===== config.mk =====
export PLATFORM = sky130hd
export DESIGN_NAME = k_nearest_distance_insertion_top
export DESIGN_NICKNAME = d
export VERILOG_FILES = /design/src/hw/rtl/knd_pkg.sv /design/src/hw/rtl/knd_ctrl.sv /design/src/hw/rtl/knd_dpath.sv /design/src/hw/rtl/k_nearest_distance_insertion_top.sv
export VERILOG_INCLUDE_DIRS = /design/src /design/src/hw/rtl
export SDC_FILE = /design/constraint.sdc
export NUM_CORES = 2
export LEC_CHECK = 0
export ABC_AREA = 1
export BUFFER_PORTS_ARGS = -buffer_cell sky130_fd_sc_hd__buf_2
export CORE_MARGIN = 2
export CORE_UTILIZATION = 65
export CTS_CLUSTER_DIAMETER = 150
export DETAILED_ROUTE_END_ITERATION = 8
export PLACE_DENSITY = 0.82
export SETUP_SLACK_MARGIN = 0.5
export SYNTH_ARGS = -nofsm -noshare
export SYNTH_HDL_FRONTEND = slang
export SYNTH_SLANG_ARGS = --single-unit

===== constraint.sdc =====
create_clock -name i_clk -period 10.1 [get_ports i_clk]
set_input_delay 0.505 -clock i_clk [delete_from_list [all_inputs] [get_ports i_clk]]
set_output_delay 0.505 -clock i_clk [all_outputs]
set_load 0.02 [all_outputs]

===== src/hw/rtl/k_nearest_distance_insertion_top_defines.svh =====
// Assertion macros shared by the k-nearest distance insertion RTL.
`ifndef K_NEAREST_DISTANCE_INSERTION_TOP_DEFINES_SVH
`define K_NEAREST_DISTANCE_INSERTION_TOP_DEFINES_SVH

// Consequent checked in the same cycle as the antecedent.
`define KND_ASSERT_NOW(lbl, clk, rst_n, ante, cons, msg) \
    lbl: assert property (@(posedge clk) disable iff (!rst_n) (ante) |-> (cons)) \
        else $error(msg);

// Consequent checked in the cycle after the antecedent.
`define KND_ASSERT_NEXT(lbl, clk, rst_n, ante, cons, msg) \
    lbl: assert property (@(posedge clk) disable iff (!rst_n) (ante) |=> (cons)) \
        else $error(msg);

`endif


===== src/hw/rtl/knd_pkg.sv =====
// Shared types and constants for the k-nearest distance insertion block.
`timescale 1ns / 1ps
`default_nettype none

package knd_pkg;

    localparam int MAX_NEIGHBORS_DEF = 8;
    localparam int COORD_BITS_DEF    = 16;
    localparam int DIST_BITS         = 34;
    localparam int RANK_BITS         = 3;
    localparam int CFG_BITS          = 4;

    typedef logic [DIST_BITS-1:0] t_dist;
    typedef logic [RANK_BITS-1:0] t_rank;
    typedef logic [CFG_BITS-1:0]  t_cfg;

    localparam t_dist DIST_ONES = {DIST_BITS{1'b1}};

    // Item command codes.
    localparam logic CMD_START = 1'b0;
    localparam logic CMD_CAND  = 1'b1;

    // Commands from the controller to the datapath.
    typedef struct packed {
        logic start;       // load query point and empty the list
        logic diff_en;     // register coordinate differences of a candidate
        logic sq_en;       // register the two squares
        logic ins_en;      // insert the summed distance into the list
        logic emit_start;  // rewind the emit index
        logic out_load;    // load one result beat into the output register
    } t_cmd;

    // Status from the datapath to the controller.
    typedef struct packed {
        logic out_free;    // output register empty or being taken this cycle
        logic emit_last;   // emit index points at the last active slot
    } t_status;

endpackage

`default_nettype wire


===== src/hw/rtl/knd_ctrl.sv =====
// Controller state machine for the k-nearest distance insertion block.
`timescale 1ns / 1ps
`default_nettype none

module knd_ctrl (
    input  wire              i_clk,
    input  wire              i_rst_n,
    input  wire              i_in_valid,
    input  wire              i_cmd,
    input  wire              i_final_item,
    input  knd_pkg::t_status i_status,
    output logic             o_in_ready,
    output knd_pkg::t_cmd    o_cmd
);

    localparam logic [1:0] ST_IDLE = 2'd0;
    localparam logic [1:0] ST_MUL  = 2'd1;
    localparam logic [1:0] ST_INS  = 2'd2;
    localparam logic [1:0] ST_EMIT = 2'd3;

    logic [1:0] r_state;
    logic [1:0] n_state;
    logic       r_final;
    logic       n_final;

    always_comb begin
        n_state    = r_state;
        n_final    = r_final;
        o_in_ready = 1'b0;
        o_cmd      = '0;
        case (r_state)
            ST_IDLE: begin
                o_in_ready = 1'b1;
                if (i_in_valid) begin
                    if (i_cmd == knd_pkg::CMD_START) begin
                        o_cmd.start = 1'b1;
                        if (i_final_item) begin
                            o_cmd.emit_start = 1'b1;
                            n_state          = ST_EMIT;
                        end
                    end else begin
                        o_cmd.diff_en = 1'b1;
                        n_final       = i_final_item;
                        n_state       = ST_MUL;
                    end
                end
            end
            ST_MUL: begin
                o_cmd.sq_en = 1'b1;
                n_state     = ST_INS;
            end
            ST_INS: begin
                o_cmd.ins_en = 1'b1;
                if (r_final) begin
                    o_cmd.emit_start = 1'b1;
                    n_state          = ST_EMIT;
                end else begin
                    n_state = ST_IDLE;
                end
            end
            ST_EMIT: begin
                if (i_status.out_free) begin
                    o_cmd.out_load = 1'b1;
                    if (i_status.emit_last) begin
                        n_state = ST_IDLE;
                    end
                end
            end
            default: begin
                n_state = ST_IDLE;
            end
        endcase
    end

    always_ff @(posedge i_clk) begin
        if (!i_rst_n) begin
            r_state <= ST_IDLE;
            r_final <= 1'b0;
        end else begin
            r_state <= n_state;
            r_final <= n_final;
        end
    end

endmodule

`default_nettype wire


===== src/hw/rtl/knd_dpath.sv =====
// Datapath: distance arithmetic, sorted list with insertion and output register.
`timescale 1ns / 1ps
`default_nettype none

module knd_dpath #(
    parameter int MAX_NEIGHBORS = knd_pkg::MAX_NEIGHBORS_DEF,
    parameter int COORD_BITS    = knd_pkg::COORD_BITS_DEF
) (
    input  wire                         i_clk,
    input  wire                         i_rst_n,
    input  knd_pkg::t_cmd               i_cmd,
    output knd_pkg::t_status            o_status,
    input  wire                         i_cfg_we,
    input  wire  [knd_pkg::CFG_BITS-1:0] i_cfg_wdata,
    input  wire  signed [COORD_BITS-1:0] i_pos_x,
    input  wire  signed [COORD_BITS-1:0] i_pos_y,
    input  wire                         i_out_ready,
    output logic                        o_out_valid,
    output knd_pkg::t_dist              o_distance,
    output knd_pkg::t_rank              o_rank,
    output logic                        o_filled,
    output logic                        o_end_of_run
);

    localparam int IDX_W = (MAX_NEIGHBORS > 1) ? $clog2(MAX_NEIGHBORS) : 1;
    localparam int DIF_W = COORD_BITS + 1;
    localparam int SQ_W  = 2 * DIF_W;
    localparam int EXT_W = (SQ_W + 1 > knd_pkg::DIST_BITS) ? SQ_W + 1 : knd_pkg::DIST_BITS;

    logic signed [COORD_BITS-1:0] r_qx;
    logic signed [COORD_BITS-1:0] r_qy;
    logic signed [DIF_W-1:0]      r_dx;
    logic signed [DIF_W-1:0]      r_dy;
    logic [SQ_W-1:0]              r_sqx;
    logic [SQ_W-1:0]              r_sqy;
    knd_pkg::t_dist               r_list [MAX_NEIGHBORS];
    knd_pkg::t_dist               n_list [MAX_NEIGHBORS];
    logic [IDX_W-1:0]             r_idx;
    knd_pkg::t_cfg                r_neighbor_count;
    logic                         r_out_valid;
    knd_pkg::t_dist               r_out_dist;
    knd_pkg::t_rank               r_out_rank;
    logic                         r_out_filled;
    logic                         r_out_end;

    logic [7:0]                   k_clamp;
    logic [IDX_W-1:0]             last_idx;
    logic [DIF_W-1:0]             mag_x;
    logic [DIF_W-1:0]             mag_y;
    logic [EXT_W-1:0]             sum_ext;
    knd_pkg::t_dist               sd;
    logic [MAX_NEIGHBORS:0]       run;
    knd_pkg::t_dist               emit_dist;

    // Active slot count: zero acts as one, large values clamp to the list depth.
    always_comb begin
        k_clamp = 8'(r_neighbor_count);
        if (k_clamp == 8'd0) begin
            k_clamp = 8'd1;
        end else if (k_clamp > 8'(MAX_NEIGHBORS)) begin
            k_clamp = 8'(MAX_NEIGHBORS);
        end
        last_idx = IDX_W'(k_clamp - 8'd1);
    end

    assign mag_x = r_dx[DIF_W-1] ? DIF_W'(-r_dx) : DIF_W'(r_dx);
    assign mag_y = r_dy[DIF_W-1] ? DIF_W'(-r_dy) : DIF_W'(r_dy);

    // Sums that do not fit the distance width saturate to the empty marker.
    assign sum_ext = EXT_W'(r_sqx) + EXT_W'(r_sqy);
    assign sd      = (sum_ext > EXT_W'(knd_pkg::DIST_ONES)) ? knd_pkg::DIST_ONES
                                                            : knd_pkg::t_dist'(sum_ext);

    // A slot takes part when the new distance is below it and every active slot
    // behind it does too; the first such slot gets the new value, the rest shift.
    always_comb begin
        run[MAX_NEIGHBORS] = 1'b0;
        for (int i = MAX_NEIGHBORS - 1; i >= 0; i--) begin
            run[i] = (IDX_W'(i) <= last_idx) && (sd < r_list[i])
                     && ((IDX_W'(i) == last_idx) || run[i+1]);
        end
        n_list[0] = run[0] ? sd : r_list[0];
        for (int i = 1; i < MAX_NEIGHBORS; i++) begin
            if (run[i]) begin
                n_list[i] = run[i-1] ? r_list[i-1] : sd;
            end else begin
                n_list[i] = r_list[i];
            end
        end
    end

    assign emit_dist = r_list[r_idx];

    always_ff @(posedge i_clk) begin
        if (!i_rst_n) begin
            r_qx             <= '0;
            r_qy             <= '0;
            r_neighbor_count <= knd_pkg::t_cfg'(1);
            r_out_valid      <= 1'b0;
            r_idx            <= '0;
            for (int i = 0; i < MAX_NEIGHBORS; i++) begin
                r_list[i] <= knd_pkg::DIST_ONES;
            end
        end else begin
            if (i_cfg_we) begin
                r_neighbor_count <= i_cfg_wdata;
            end
            if (i_cmd.start) begin
                r_qx <= i_pos_x;
                r_qy <= i_pos_y;
                for (int i = 0; i < MAX_NEIGHBORS; i++) begin
                    r_list[i] <= knd_pkg::DIST_ONES;
                end
            end else if (i_cmd.ins_en) begin
                r_list <= n_list;
            end
            if (i_cmd.emit_start) begin
                r_idx <= '0;
            end else if (i_cmd.out_load) begin
                r_idx <= r_idx + IDX_W'(1);
            end
            if (i_cmd.out_load) begin
                r_out_valid <= 1'b1;
            end else if (i_out_ready) begin
                r_out_valid <= 1'b0;
            end
        end
    end

    always_ff @(posedge i_clk) begin
        if (i_cmd.diff_en) begin
            r_dx <= DIF_W'(r_qx) - DIF_W'(i_pos_x);
            r_dy <= DIF_W'(r_qy) - DIF_W'(i_pos_y);
        end
        if (i_cmd.sq_en) begin
            r_sqx <= SQ_W'(mag_x) * SQ_W'(mag_x);
            r_sqy <= SQ_W'(mag_y) * SQ_W'(mag_y);
        end
        if (i_cmd.out_load) begin
            r_out_dist   <= emit_dist;
            r_out_rank   <= knd_pkg::t_rank'(r_idx);
            r_out_filled <= (emit_dist != knd_pkg::DIST_ONES);
            r_out_end    <= (r_idx == last_idx);
        end
    end

    assign o_status.out_free  = !r_out_valid || i_out_ready;
    assign o_status.emit_last = (r_idx == last_idx);

    assign o_out_valid  = r_out_valid;
    assign o_distance   = r_out_dist;
    assign o_rank       = r_out_rank;
    assign o_filled     = r_out_filled;
    assign o_end_of_run = r_out_end;

endmodule

`default_nettype wire


===== src/hw/rtl/k_nearest_distance_insertion_top.sv =====
// A candidate beat is taken, then its squares are registered and its distance is inserted,
// and no new beat is accepted before the insertion is done.
// After a final beat the controller emits the active slots through the output register;
// results then leave at one beat per cycle while the sink is ready.
// Reset (synchronous, active low) empties the list, zeroes the query and sets the count to 1.
`timescale 1ns / 1ps
`default_nettype none
`include "k_nearest_distance_insertion_top_defines.svh"

module k_nearest_distance_insertion_top #(
    parameter int MAX_NEIGHBORS = knd_pkg::MAX_NEIGHBORS_DEF,
    parameter int COORD_BITS    = knd_pkg::COORD_BITS_DEF
) (
    input  wire                          i_clk,
    input  wire                          i_rst_n,
    // Configuration: neighbor count.
    input  wire                          i_cfg_we,
    input  wire  [knd_pkg::CFG_BITS-1:0] i_cfg_wdata,
    // Input channel.
    input  wire                          i_in_valid,
    output logic                         o_in_ready,
    input  wire                          i_cmd,
    input  wire  signed [COORD_BITS-1:0] i_pos_x,
    input  wire  signed [COORD_BITS-1:0] i_pos_y,
    input  wire                          i_final_item,
    // Result channel.
    output logic                         o_out_valid,
    input  wire                          i_out_ready,
    output knd_pkg::t_dist               o_distance,
    output knd_pkg::t_rank               o_rank,
    output logic                         o_filled,
    output logic                         o_end_of_run
);

    // The controller sequences each beat through the datapath. A start beat loads
    // the query point and empties the list in the accept cycle. A candidate beat
    // registers its coordinate differences on acceptance, squares them in the next
    // cycle, and in the cycle after that sums them and inserts the distance into
    // the sorted list with a parallel compare and shift. When the beat was final,
    // the controller walks the active slots and loads one result per cycle, while
    // the output register is free; that register holds a beat until the sink takes
    // it, so the next input beat may be taken while the last result still waits.

    knd_pkg::t_cmd    w_cmd;
    knd_pkg::t_status w_status;

    knd_ctrl u_ctrl (
        .i_clk        (i_clk),
        .i_rst_n      (i_rst_n),
        .i_in_valid   (i_in_valid),
        .i_cmd        (i_cmd),
        .i_final_item (i_final_item),
        .i_status     (w_status),
        .o_in_ready   (o_in_ready),
        .o_cmd        (w_cmd)
    );

    knd_dpath #(
        .MAX_NEIGHBORS (MAX_NEIGHBORS),
        .COORD_BITS    (COORD_BITS)
    ) u_dpath (
        .i_clk        (i_clk),
        .i_rst_n      (i_rst_n),
        .i_cmd        (w_cmd),
        .o_status     (w_status),
        .i_cfg_we     (i_cfg_we),
        .i_cfg_wdata  (i_cfg_wdata),
        .i_pos_x      (i_pos_x),
        .i_pos_y      (i_pos_y),
        .i_out_ready  (i_out_ready),
        .o_out_valid  (o_out_valid),
        .o_distance   (o_distance),
        .o_rank       (o_rank),
        .o_filled     (o_filled),
        .o_end_of_run (o_end_of_run)
    );

    // A result beat is only loaded when the output register can take it.
    `KND_ASSERT_NOW(a_load_when_free, i_clk, i_rst_n, w_cmd.out_load, w_status.out_free, "result beat overwritten before it was taken")

    // A candidate keeps the block busy for its arithmetic cycles.
    `KND_ASSERT_NEXT(a_cand_busy, i_clk, i_rst_n, i_in_valid && o_in_ready && (i_cmd == knd_pkg::CMD_CAND), !o_in_ready, "input taken during candidate arithmetic")

    // After a non-final result beat the next one, if present, has the next rank.
    `KND_ASSERT_NEXT(a_rank_step, i_clk, i_rst_n, o_out_valid && i_out_ready && !o_end_of_run, !o_out_valid || (o_rank == $past(o_rank) + 3'd1), "result ranks out of order")

endmodule

`default_nettype wire

# After elaboration in Yosys (flattened, before gate mapping)
# Index checks and enable logic that the tools add are counted.
# Widths: inputs -> output; s select.
# op_classes
addsub	7
n_mul	2
order_cmp	19
eq_ne	16
mux	38
bitwise_logic	2
n_reduce_logical	41
# op_table
operator	n
$mux 34	10
$lt 34x34->1	8
$bmux 34 s3	1
$mul 17x17->34	2
$add 34x34->35	1
$gt 35x34->1 const B	1
$mux 17	2
$ne 34x34->1 const B	1
$neg 17->17	2
$sub 16x16->17	2
$logic_and 1x1->1	16
$mux 2	8
$reduce_and 2->1	8
$mux 1	13
$eq 3x3->1 const A	4
$le 3x3->1 const A	4
$logic_or 1x1->1	8
$pmux 2 s4	1
$eq 2x3->1 const A	2
$le 1x3->1 const A	2
$le 2x3->1 const A	2
$mux 3	2
$eq 2x2->1 const B	2
$ge 4x4->1 const B	1
other kinds (20)	22
# word_totals
register_bits	456
output_inout_bits	41

# Longest topological paths before layout
# logic_depth
word_depth	22
ltp_mapped	45

# Hierarchy
# A second synthesis with hierarchy kept.
# unflattened
cells_unflattened	5778
hier_area_um2	45588.7
# by_module_without_submodules
mod	n_inst	cells_each	area_each_um2
knd_dpath	1	5740	45369.8
knd_ctrl	1	38	219.0

# Worst setup path before layout
# No wires, ideal clock.
# synth_path
kind	register to register
startpoint	register u_dpath.r_dy[0]
endpoint	register u_dpath.r_sqy[32], data pin
setup_ns	0.252
arrival_ns	7.678
required_ns	9.848
setup_slack_ns	2.170
stages_incl_launch_ff	41
period_less_slack_ns	7.930
cell_sequence	edfxtp_1 > inv_1 > clkbuf_1 > ha_1 > nand2_1 > nor3_1 > inv_1 > nor2_1 > nand2_1 > nor3_1 > or2_2 > xor2_1 > clkbuf_1 > nor2_1 > inv_1 > fa_1 > fa_1 > fa_1 > (+5 left out) > fa_1 > ha_1 > a21oi_1 > inv_1 > a31oi_1 > o21ai_0 > a21oi_1 > inv_1 > a21oi_1 > o21ai_1 > a21boi_0 > o21ai_1 > nand2_1 > nand2_1 > nand2_1 > nand2_1 > nand2_1 > nand2_1
# synth_between
elab_chain_len	3
# synth_lines
item	line	rtl
start: declaration	knd_dpath.sv:33	logic signed [DIF_W-1:0] r_dy;
start signal: assignment	knd_dpath.sv:133	r_dy <= DIF_W'(r_qy) - DIF_W'(i_pos_y);
$neg 17->17	knd_dpath.sv:67	assign mag_y = r_dy[DIF_W-1] ? DIF_W'(-r_dy) : DIF_W'(r_dy);
$mux 17 (*)	knd_dpath.sv:67	
$mul 17x17->34 (*)	knd_dpath.sv:137	r_sqy <= SQ_W'(mag_y) * SQ_W'(mag_y);
end signal: assignment	knd_dpath.sv:137	
end: declaration	knd_dpath.sv:35	logic [SQ_W-1:0] r_sqy;
# Every way passes the cells marked *; elsewhere a longest branch is shown, timed or not.
# A chain may end at the register's enable or synchronous reset.

# Final worst setup path
# Same ends and word-level chain as after synthesis.

==> impl_metrics.csv <==
group,metric,value,unit
critical_path,slowest_delay,0.55,ns
clocking,cts-htree-levels,2,
critical_path,r2r_slack,1.27,ns
synthesis,synth_compound_area_frac,0.162,
clocking,cts_made_buffers,53,
timing,slew_headroom,0.183,
timing,fin_skew,0.0506,ns
global_routing,grt_start_max_net_pins,86,
timing,max_freq,113,MHz
clocking,root_buffer,"clkbuf_16",
drt,avgViaCountPerCell,6.03,
synthesis,ys_ff_latch,454,
layout,multi_input_area,29800,µm²
layout,nets,6599,
global_routing,grtUsageTotal,0.365,
layout,area_growth,6.56,%
critical_path,endpoint_kind,"flop",
clocking,clk_path_buf_depth,3,
synthesis,synth_common_cells,"1061 x inv_1, 765 x nand2_1, 542 x ha_1, 483 x a21oi_1, 414 x o21ai_0",
timing,hold_viol_final,0,
critical_path,startpoint_type,"flop",
critical_path,crit_fanout,17,
timing,tightest_slew,1.22,ns
global_routing,grt_pass1_wl,207000,µm
clocking,cts_hold_buf,0,
critical_path,endpoint,"u_dpath.r_sqy[32]",
placed_design,portBuffers,83,
run,drv_cap,0,
synthesis,syn_area,45200,µm²
drt,wl,129000,µm
layout,drive_gt1_frac,0.0503,
synthesis,async_flop_share,0,
layout,seq_area,10500,µm²
timing,final_max_slew_viol_count,0,
synthesis,synth_top_area_frac,0.172,
die,io_pins,84,
drt,drcViolationCount,0,
drt,ant_nets,0,
drt,initialDrtViolationCount,4381,
critical_path,critPathSlowestCell,"fa_1",
synthesis,synthAdderAreaFrac,0.322,
critical_path,ff2ff_path_depth,38,
synthesis,synth.avg_cell_area,7.98,µm²
die,core,68700,µm²
synthesis,yosys_warnings,0,
critical_path,crit_top_cell,"nand2_1",
layout,n_antenna_cell,0,
global_routing,grt_pass1_vias,39900,
drt,wire_per_inst,19.5,µm
die,dieArea,71600,µm²
timing,setup_violations,0,
synthesis,synth_xor_area_frac,0.0235,
die,start_util,0.657,
synthesis,yosysTopAreaCell,"fa_1",
run_status,status,"finished clean",
global_routing,antenna_found_initial,2,
die,die_h,268,µm
synthesis,synth_area_leaders,"fa_1 17%, ha_1 15%, dfxtp_1 14%",
layout,fill_cells,5502,
timing,min_period,8.83,ns
clocking,clk_latency,0.64,ns
die,rows,96,
synthesis,syn_inst,5657,
critical_path,rr_endpoint,"u_dpath.r_sqy[32]",
clocking,clock_sinks,454,
synthesis,synth_top_family_by_area,"adder cells",
drt,via_count,39800,
critical_path,critPathRequiredTime,10.47,ns
synthesis,synthFlopType,"dfxtp_1",
synthesis,synth_most_common_cell,"inv_1",
critical_path,worstSetupPathType,"flop to flop",
critical_path,timing.rr.start,"u_dpath.r_dy[0]",
synthesis,synth_mux_area_frac,0,
timing,min_period_over_period,0.874,
die,die_x,268,µm
min_path,worstHoldPathType,"input port to flop",
placed_design,routabilityCongestion,0.990,
clocking,cts_tree,"built",
clocking,clk_pin_slew,0.06,ns
critical_path,cp_data_arrival_time,9.20,ns
timing,rsz0062_at_grt,"no",
placed_design,detailed_place_hpwl,96200,µm
drt,dr.pass1.iters,7,
timing,finalSetupTns,0,ns
synthesis,synth_seq_area_share,0.232,
synthesis,synth-simple-area-share,0.148,
critical_path,startpoint,"u_dpath.r_dy[0]",
synthesis,yosysUniqueCellTypes,59,
global_routing,grt_overflow,0,
synthesis,synth_edf_count,139,
-- sequential cells by signal (all words and copies together), names as in the netlist --
name,count
u_dpath.o_filled,1
u_dpath.r_list,272
u_dpath.r_qx,16
u_dpath.o_rank,3
u_dpath.r_dx,17
u_ctrl.r_state,2
u_dpath.r_idx,3
u_dpath.o_distance,34
u_dpath.o_end_of_run,1
u_dpath.r_sqx,33
u_dpath.r_qy,16
u_dpath.o_out_valid,1
u_dpath.r_dy,17
u_dpath.r_neighbor_count,4
u_ctrl.r_final,1
u_dpath.r_sqy,33
-- cell families (layout without fill, tap and decap cells) --
| kind of cell | Yosys count | count (layout) |
|---|---|---|
| buffers and inverters | 1317 | 1311 |
| xor gates and xnor gates | 121 | 121 |
| and+or+nand+nor | 1572 | 1572 |
| adders and majority gates | 929 | 929 |
| other | 2 | 22 |
| AOI/OAI and AO/OA | 1262 | 1262 |
| DFF | 454 | 454 |
-- cell type report --
type,instances,area share
Clock buffer,60,0.0283
Clock inverter,39,0.0109
Inverter,1087,0.0849
Multi-Input combinational cell,3906,0.619
Sequential cell,454,0.218
Tap cell,931,0.0242
Timing Repair Buffer,125,0.0152
-- per-layer routing --
layer	track usage	share of wire	vias up
met1	0.442	0.38	18700
met5	0	0.00010	-
met3	0.0600	0.087	522
met2	0.607	0.47	1986
li1	-	-	18600
met4	0.227	0.068	2
-- cell usage in the layout, fill, tap and decap left out, drive strengths merged, types with 8 or more instances in the layout --
cell,count
dfxtp,315
a211oi,19
ha,542
bufinv,11
o21bai,12
xnor2,38
conb,22
inv,1076
clkbuf,60
nor3,44
nor4,13
a21oi,485
fa,387
a21o,8
o221ai,102
or2,14
xor2,83
a221oi,37
o211ai,88
clkinv,33
nand4,85
o21ai,438
edfxtp,139
nor2,415
nand3,203
nand2,783
a31oi,47
buf,125
-- critical path: cells and delay by family (launching register included) --
family / cells / cell delay [ns]
and+or+nand+nor: 12 / 0.95
xor gates and xnor gates: 1 / 0.54
buffers and inverters: 9 / 1.19
DFF: 1 / 0.45
adders and majority gates: 8 / 3.69
AOI/OAI and AO/OA: 8 / 1.78
-- per-stage QoR --
stage,worst slack (ns),hold WS [ns],cell area (µm²),instances,utilization
CTS,1.22,0.0939,48100,6602,0.700
finish,1.27,0.118,48100,6602,0.700
global route,0.549,0.139,48100,6602,0.700
global placement,1.53,0.441,46200,6503,0.673
floorplan,2.17,0.429,45200,5677,-
detailed placement,1.24,0.444,46200,6503,0.673
-- timing repair --
item,in CTS,in global routing
buffers inserted,0,0
setup endpoints to repair,0,2
resized for setup,0,3
endpoints found under the hold margin,0,0
-- worst min-delay path by stage --
stage	from	to	slack (ns)	depth (start not counted)
global route	i_cfg_wdata[0]	u_dpath.r_neighbor_count[0]	0.14	3
detailed placement	u_dpath.r_list[238]	u_dpath.r_list[238]	0.44	2
finish	i_cfg_wdata[0]	u_dpath.r_neighbor_count[0]	0.12	3
floorplan	u_dpath.r_list[238]	u_dpath.r_list[238]	0.43	2
CTS	i_cfg_wdata[0]	u_dpath.r_neighbor_count[0]	0.09	3
global placement	u_dpath.r_list[238]	u_dpath.r_list[238]	0.44	2
Power is left out: the tool's default activity adds up to more than one toggle a clock period on the data nets, which glitch-free logic cannot reach.
